### src/design/cvt_pkg.sv
`timescale 1ns / 1ps
// ----------------------------------------------------------------------------
// Constant value tracker package
// Shared widths, instruction and result codes, controller states and the
// truthiness rule for the constant value tracker.
// ----------------------------------------------------------------------------
package cvt_pkg;

  localparam int unsigned SLOT_COUNT = 256;
  localparam int unsigned SLOT_W     = 8;
  localparam int unsigned WORD_W     = 64;
  localparam int unsigned HALF_W     = 32;

  typedef logic [WORD_W-1:0] word_t;
  typedef logic [HALF_W-1:0] half_t;
  typedef logic [SLOT_W-1:0] slot_t;

  localparam word_t TAG_TRUE  = word_t'(7);
  localparam word_t TAG_FALSE = word_t'(3);

  typedef enum logic [3:0] {
    ACT_INT_CONST   = 4'd0,
    ACT_FLOAT_CONST = 4'd1,
    ACT_LOCAL       = 4'd2,
    ACT_ADD         = 4'd3,
    ACT_SUB         = 4'd4,
    ACT_MUL         = 4'd5,
    ACT_DIV         = 4'd6,
    ACT_EQ          = 4'd7,
    ACT_LT          = 4'd8,
    ACT_GT          = 4'd9,
    ACT_LE          = 4'd10,
    ACT_GE          = 4'd11,
    ACT_AND         = 4'd12,
    ACT_OR          = 4'd13,
    ACT_NOT         = 4'd14,
    ACT_OTHER       = 4'd15
  } action_e;

  typedef enum logic [1:0] {
    KIND_NONE = 2'd0,
    KIND_INT  = 2'd1,
    KIND_BOOL = 2'd2
  } kind_e;

  typedef enum logic [2:0] {
    ST_IDLE,
    ST_READ_B,
    ST_EXEC,
    ST_MUL,
    ST_DIV,
    ST_FINISH
  } state_e;

  // A value is false when it is zero or the tagged false pattern.
  function automatic logic truthy(word_t v);
    return (v != '0) && (v != TAG_FALSE);
  endfunction

endpackage

### src/design/cvt_mul.sv
`timescale 1ns / 1ps
// ----------------------------------------------------------------------------
// Constant value tracker multiplier
// Low 64 bits of a 64 by 64 product from three partial products on one
// registered 32 by 32 multiplier.
// ----------------------------------------------------------------------------
module cvt_mul (
  input  logic          clk_i,
  input  logic          rst_ni,
  input  logic          start_i,
  input  cvt_pkg::word_t a_i,
  input  cvt_pkg::word_t b_i,
  output logic          done_o,
  output cvt_pkg::word_t product_o
);

  localparam int unsigned HW = cvt_pkg::HALF_W;

  cvt_pkg::word_t a_q, b_q, prod_q, acc_q;
  logic [1:0]     step_q;
  logic           busy_q, done_q;
  cvt_pkg::half_t op_x, op_y;
  cvt_pkg::word_t prod_d;

  assign op_x   = (step_q == 2'd2) ? a_q[2*HW-1:HW] : a_q[HW-1:0];
  assign op_y   = (step_q == 2'd1) ? b_q[2*HW-1:HW] : b_q[HW-1:0];
  assign prod_d = cvt_pkg::WORD_W'(op_x) * cvt_pkg::WORD_W'(op_y);

  always_ff @(posedge clk_i or negedge rst_ni) begin
    if (!rst_ni) begin
      busy_q <= 1'b0;
      done_q <= 1'b0;
      step_q <= '0;
    end else begin
      done_q <= busy_q && (step_q == 2'd3);
      if (start_i) begin
        busy_q <= 1'b1;
        step_q <= '0;
      end else if (busy_q) begin
        step_q <= step_q + 2'd1;
        if (step_q == 2'd3) begin
          busy_q <= 1'b0;
        end
      end
    end
  end

  always_ff @(posedge clk_i) begin
    if (start_i) begin
      a_q <= a_i;
      b_q <= b_i;
    end else if (busy_q) begin
      prod_q <= prod_d;
      unique case (step_q)
        2'd0: acc_q <= acc_q;
        2'd1: acc_q <= prod_q;
        default: acc_q <= acc_q + {prod_q[HW-1:0], {HW{1'b0}}};
      endcase
    end
  end

  assign done_o    = done_q;
  assign product_o = acc_q;

endmodule

### config.mk
export PLATFORM = sky130hd
export DESIGN_NAME = cvt_mul
export DESIGN_NICKNAME = d
export VERILOG_FILES = /design/src/design/cvt_pkg.sv /design/src/design/cvt_mul.sv
export SDC_FILE = /design/constraint.sdc
export NUM_CORES = 2
export LEC_CHECK = 0
export ABC_AREA = 1
export BUFFER_PORTS_ARGS = -buffer_cell sky130_fd_sc_hd__buf_2
export CAP_MARGIN = 10
export CORE_ASPECT_RATIO = 1.2
export CORE_MARGIN = 10
export CORE_UTILIZATION = 50
export DETAILED_ROUTE_END_ITERATION = 16
export GPL_TIMING_DRIVEN = 1
export PLACE_DENSITY_LB_ADDON = 0.25
export REMOVE_ABC_BUFFERS = 1
export SYNTH_ARGS = -nofsm -noshare
export SYNTH_HDL_FRONTEND = slang
export SYNTH_SLANG_ARGS = --single-unit
### constraint.sdc
create_clock -name clk_i -period 8.1 [get_ports clk_i]
set_clock_uncertainty 0.05 [all_clocks]
set_input_delay 1.62 -clock clk_i [delete_from_list [all_inputs] [get_ports clk_i]]
set_output_delay 1.62 -clock clk_i [all_outputs]
set_load 0.005 [all_outputs]
**After elaboration in Yosys (flattened, before gate mapping)**

Cells that the tools add are included.

- Reduce and logical (&&, ||, !) cells: 5
- Mux-type cells: 8
- Multiply operators: 1
- Bitwise operators: 2
- $add $sub $neg: 2
- Eq/ne operators: 3

Operators by type and width:

| kind | number |
|---|---|
| one-hot mux 64 bit (2 select lines) | 1 |
| adder 64 bit | 1 |
| multiplier 32 x 32 -> 64 bit | 1 |
| two-way mux 32 bit | 2 |
| == test 2 bit, second input constant | 2 |
| two-way mux 2 bit | 2 |
| two-way mux 1 bit | 3 |
| AND reduction 3 bit | 1 |
| adder 2 x 1 -> 2 bit, second input constant | 1 |
| == test 2 x 1 -> 1 bit, second input constant | 1 |
| logical NOT 2 bit | 1 |
| NOT 1 bit | 2 |
| AND reduction 2 bit | 1 |
| nonzero test 2 bit | 1 |
| logical AND 1 bit | 1 |

- Word-level logic and storage cells: 28
- Output and inout bits: 65
- Register bits: 260
- Input port bits: 131

**Depth between registers and ports, before layout**

- Depth in word-level cells: 4
- Gate-level depth with buffers: 39
- Gate-level depth less buffers: 35

**Least setup slack after synthesis**

Ideal clock, no wire load.

- Path type: input -> register
- Start: input port start_i
- End: register acc_q[0], in the netlist product_o[0] (enable)
- Slack: 665 ps
- Arrival time: 6924 ps
- Setup time: 461 ps
- Path buffers: 0
- Stages on the path: 3
- Data required time: 7589 ps
- Cells stage by stage: nor2_1 -> inv_1 -> nor3_1

- Cells in the longest elaborated chain, start to end: 2

RTL lines:

| element | line | RTL |
|---|---|---|
| from (decl) | cvt_mul.sv:10 | `input logic start_i,` |
| NOT 1 bit (no line) | -- |  |
| AND reduction 3 bit (no line) | -- |  |
| to (signal assigned) | cvt_mul.sv:55 | `2'd0: acc_q <= acc_q;` |
| to (signal assigned) | cvt_mul.sv:56 | `2'd1: acc_q <= prod_q;` |
| to (signal assigned) | cvt_mul.sv:57 | `default: acc_q <= acc_q + {prod_q[HW-1:0], {HW{1'b0}}};` |
| to (decl) | cvt_mul.sv:19 | `cvt_pkg::word_t a_q, b_q, prod_q, acc_q;` |

Every way passes these cells.
A chain may end at the register's enable or synchronous reset.

**Worst setup path in the final report**

- Start: register step_q[1]
- End: register prod_q[50] (data pin)

- Cells in the longest elaborated chain, start to end: 3
- Elaborated cells on any way between the ends: 5
- Classes of those cells: mul: 1; eq/ne: 2; mux: 2

RTL lines:

| element | line | RTL |
|---|---|---|
| from (decl) | cvt_mul.sv:20 | `logic [1:0] step_q;` |
| from (signal assigned) | cvt_mul.sv:40 | `step_q <= step_q + 2'd1;` |
| == test 2 bit or == test 2 x 1 -> 1 bit (tied branches) | cvt_mul.sv:25, cvt_mul.sv:26 |  |
| two-way mux 32 bit (on tied branches) | cvt_mul.sv:25, cvt_mul.sv:26 |  |
| multiplier 32 x 32 -> 64 bit * | cvt_mul.sv:27 | `assign prod_d = cvt_pkg::WORD_W'(op_x) * cvt_pkg::WORD_W'(op_y);` |
| net prod_d[50] | cvt_mul.sv:23 | `cvt_pkg::word_t prod_d;` |
| to (signal assigned) | cvt_mul.sv:53 | `prod_q <= prod_d;` |
| to (decl) | cvt_mul.sv:19 |  |

The timed path passes the listed nets; every way through them passes the cells marked *.

==> results_dict.tcl <==
set metrics [dict create \
    status "finished, final reports clean" \
    synthTopCellsByArea "fa_1, edfxtp_1, inv_1" \
    grt_start_max_net_pins 67 \
    post_dp_cell_area_um2 49600 \
    synthCells 5524 \
    setup_tns_ns 0 \
    antenna_found_initial 2 \
    crit_path_end_kind "register" \
    cts_sinks 260 \
    drive_gt1_share_pct 12.2 \
    rsz0062_at_grt "true" \
    path_buf_inv 4 \
    avgSynthCellArea_um2 8.37 \
    nets 7169 \
    ys_types 37 \
    dp_cells 7026 \
    htreeDepth 1 \
    drv_slew 0 \
    gp_congestion 1.02 \
    critical_path_class "register to register" \
    grt_pass1_wl_um 230000 \
    final_common_cell "inv_1" \
    dp_hpwl_um 129000 \
    grt_pass1_vias 38976 \
    critPathMostFrequentCell "fa_1" \
    cts_tree "yes" \
    fin_ws_ns 0.167 \
    drc_errors 0 \
    finalCritPeriodShare_pct 97.9 \
    synth_warnings 0 \
    die_w_um 298 \
    slew-limit-headroom_pct 36.4 \
    start_kind "register" \
    viasPerCell 5.19 \
    grt-ovfl-total 0 \
    drtIter0Drc 2750 \
    cp_top_family "adder cells" \
    drt_first_pass_iters 8 \
    io_buffers 195 \
    chipHeight_um 353 \
    tightestPinTransition_ns 0.954 \
    synth-seq-cells 260 \
    nFillCells 8577 \
    clkTransAtPathRegs_ns 0.08 \
    stdcell_count 7107 \
    period_needed_ns 7.93 \
    final_cell_mix "inv_1, nand2_1, fa_1" \
    hold_viol 0 \
    start_util_pct 50.2 \
    numCtsBuffers 30 \
    fmax_mhz 126 \
    clk_latency_ns 0.65 \
    drtAntennaViolNets 0 \
    fp.coreArea_um2 92000 \
    max_cap_viol_count 0 \
    area_delta_synth_final_pct 11.2 \
    setup_violations 0 \
    wl_per_cell_um 21.6 \
    seq_area_frac_synth_pct 16.9 \
    io_pins 196 \
    row_count 122 \
    finalInstanceArea_um2 51400 \
    vias 36884 \
    arrival_ns 8.28 \
    path_max_fanout 15 \
    dp_slack_ns -0.177 \
    grt_use_total_pct 29.1 \
    yosys.area.top_type "fa_1" \
    die-area_um2 105000 \
    hp-class "register to register" \
    cts_hold_buffers 0 \
    cpPeakStageDelay_ns 0.72 \
    crit_chain "inv_2 -> ha_4 -> clkbuf_16 -> o21ai_4 -> buf_4 -> nand2_1 -> fa_1 -> inv_1 -> fa_1 -> fa_1 -> fa_1 -> fa_1 -> fa_1 -> fa_2 -> ha_1 -> ha_1 -> nand2_2 -> nor2_1 -> nand2_1 -> nor3_2 -> nand3_1 -> nand4_1 -> nand2_1" \
    cts_buffer_depth 3 \
    crit_required_ns 8.45 \
    routed_wl_um 154000 \
    root_buffer "clkbuf_16" \
    netlist.area_leader.share_pct 38.9 \
    crit_slowest_cell "o21ai_4" \
    synthesis.area_um2 46200 \
]
==> path summary, 6_finish.rpt <==
check | slack [ns] | depth (start not counted) | endpoint | startpoint
setup / recovery | 0.17 | 23 | prod_q[50]$_DFFE_PP_ | step_q[1]$_DFFE_PN0P_
hold / removal | 0.47 | 2 | product_o[54]$_DFFE_PP_ | prod_q[54]$_DFFE_PP_
setup reg to reg | 0.17 | 23 | prod_q[50]$_DFFE_PP_ | step_q[1]$_DFFE_PN0P_
hold reg to reg | 0.47 | 2 | product_o[54]$_DFFE_PP_ | prod_q[54]$_DFFE_PP_
max in group asynchronous | 7.09 | 1 | done_o$_DFF_PN0_ | rst_ni
min in group asynchronous | 0.74 | 1 | step_q[0]$_DFFE_PN0P_ | rst_ni
==> routing by layer <==
| metal | vias up | share of wire (%) | routed length (um) | GRT usage [%] |
|---|---|---|---|---|
| li1 | 16564 | - | - | - |
| met1 | 18204 | 36 | 55300 | 33.6 |
| met2 | 1635 | 49 | 74900 | 49.9 |
| met3 | 479 | 7.3 | 11300 | 4.71 |
| met4 | 2 | 7.9 | 12200 | 18.8 |
| met5 | - | 0.0052 | 8 | 0 |
==> sequential cells by signal, summed over array words and instances (netlist names) <==
name       flops
step_q         2
prod_q        64
b_q           64
a_q           64
busy_q         1
product_o     64
done_o         1
==> stage by stage <==
stage | hold WS, ns | utilization, %
4_1_cts | 0.475 | 55.2
5_1_grt | 0.511 | 55.8
6_report | 0.472 | 55.8
3_3_place_gp | 0.459 | 53.9
2_1_floorplan | 0.404 | -
3_5_place_dp | 0.460 | 53.9
==> repair_timing <==
action,in CTS,in global routing
resized for setup,6,95
pin swaps,1,8
setup buffers,2,22
setup endpoints to repair,3,44
gates cloned,0,1
==> cell families (layout without fill, tap and decap cells) <==
| kind of cell | after synthesis | count (layout) | share of synthesized area, % |
|---|---|---|---|
| flops | 260 | 260 | 16.9 |
| buf+inv | 1618 | 1960 | 14.1 |
| xor+xnor | 44 | 44 | 0.834 |
| compound gates | 167 | 167 | 2.41 |
| other cells | 0 | 1 | 0 |
| simple gates | 2240 | 2240 | 18.9 |
| fa+ha+maj | 1195 | 1195 | 46.9 |
==> tightest hold or removal path: cells and delay by family, from the launching register on <==
kind,cells,cell delay (ns)
DFF,1,0.32
and+or+nand+nor,2,0.10
==> final cells by class <==
type | instances | area (um2) | share of cell area (%)
antenna | 1 | 2.50 | 0.00487
clock buffer | 32 | 758 | 1.48
clock inverter | 23 | 353 | 0.686
inverter | 1445 | 5460 | 10.6
multi-input combinational | 3646 | 32300 | 62.9
sequential | 260 | 7790 | 15.2
tap | 1240 | 1550 | 3.02
timing repair buffer | 460 | 3170 | 6.16
==> Yosys cell counts <==
cell type	n
inv_1	1394
nand2_1	1372
fa_1	897
nor2_1	696
ha_1	298
edfxtp_1	256
buf_2	106
nand3_1	93
a21oi_1	68
inv_2	49
xor2_1	33
o21ai_2	31
buf_6	25
o21ai_0	23
clkbuf_1	20
nor3_1	20
o21ai_1	20
buf_4	16
nand4_1	13
o21bai_1	13
nor2_2	11
o21ai_4	11
xnor2_1	11
nand2_2	9
or2_2	7
nor3_2	6
nand3b_1	5
buf_8	4
dfrtp_1	4
nor4_1	3
buf_1	2
nor2_4	2
or2_1	2
and2_1	1
clkinv_1	1
inv_4	1
o21bai_2	1
Power is not shown: default switching activity piles up to over one toggle a cycle in this logic, so the estimate is an artifact.
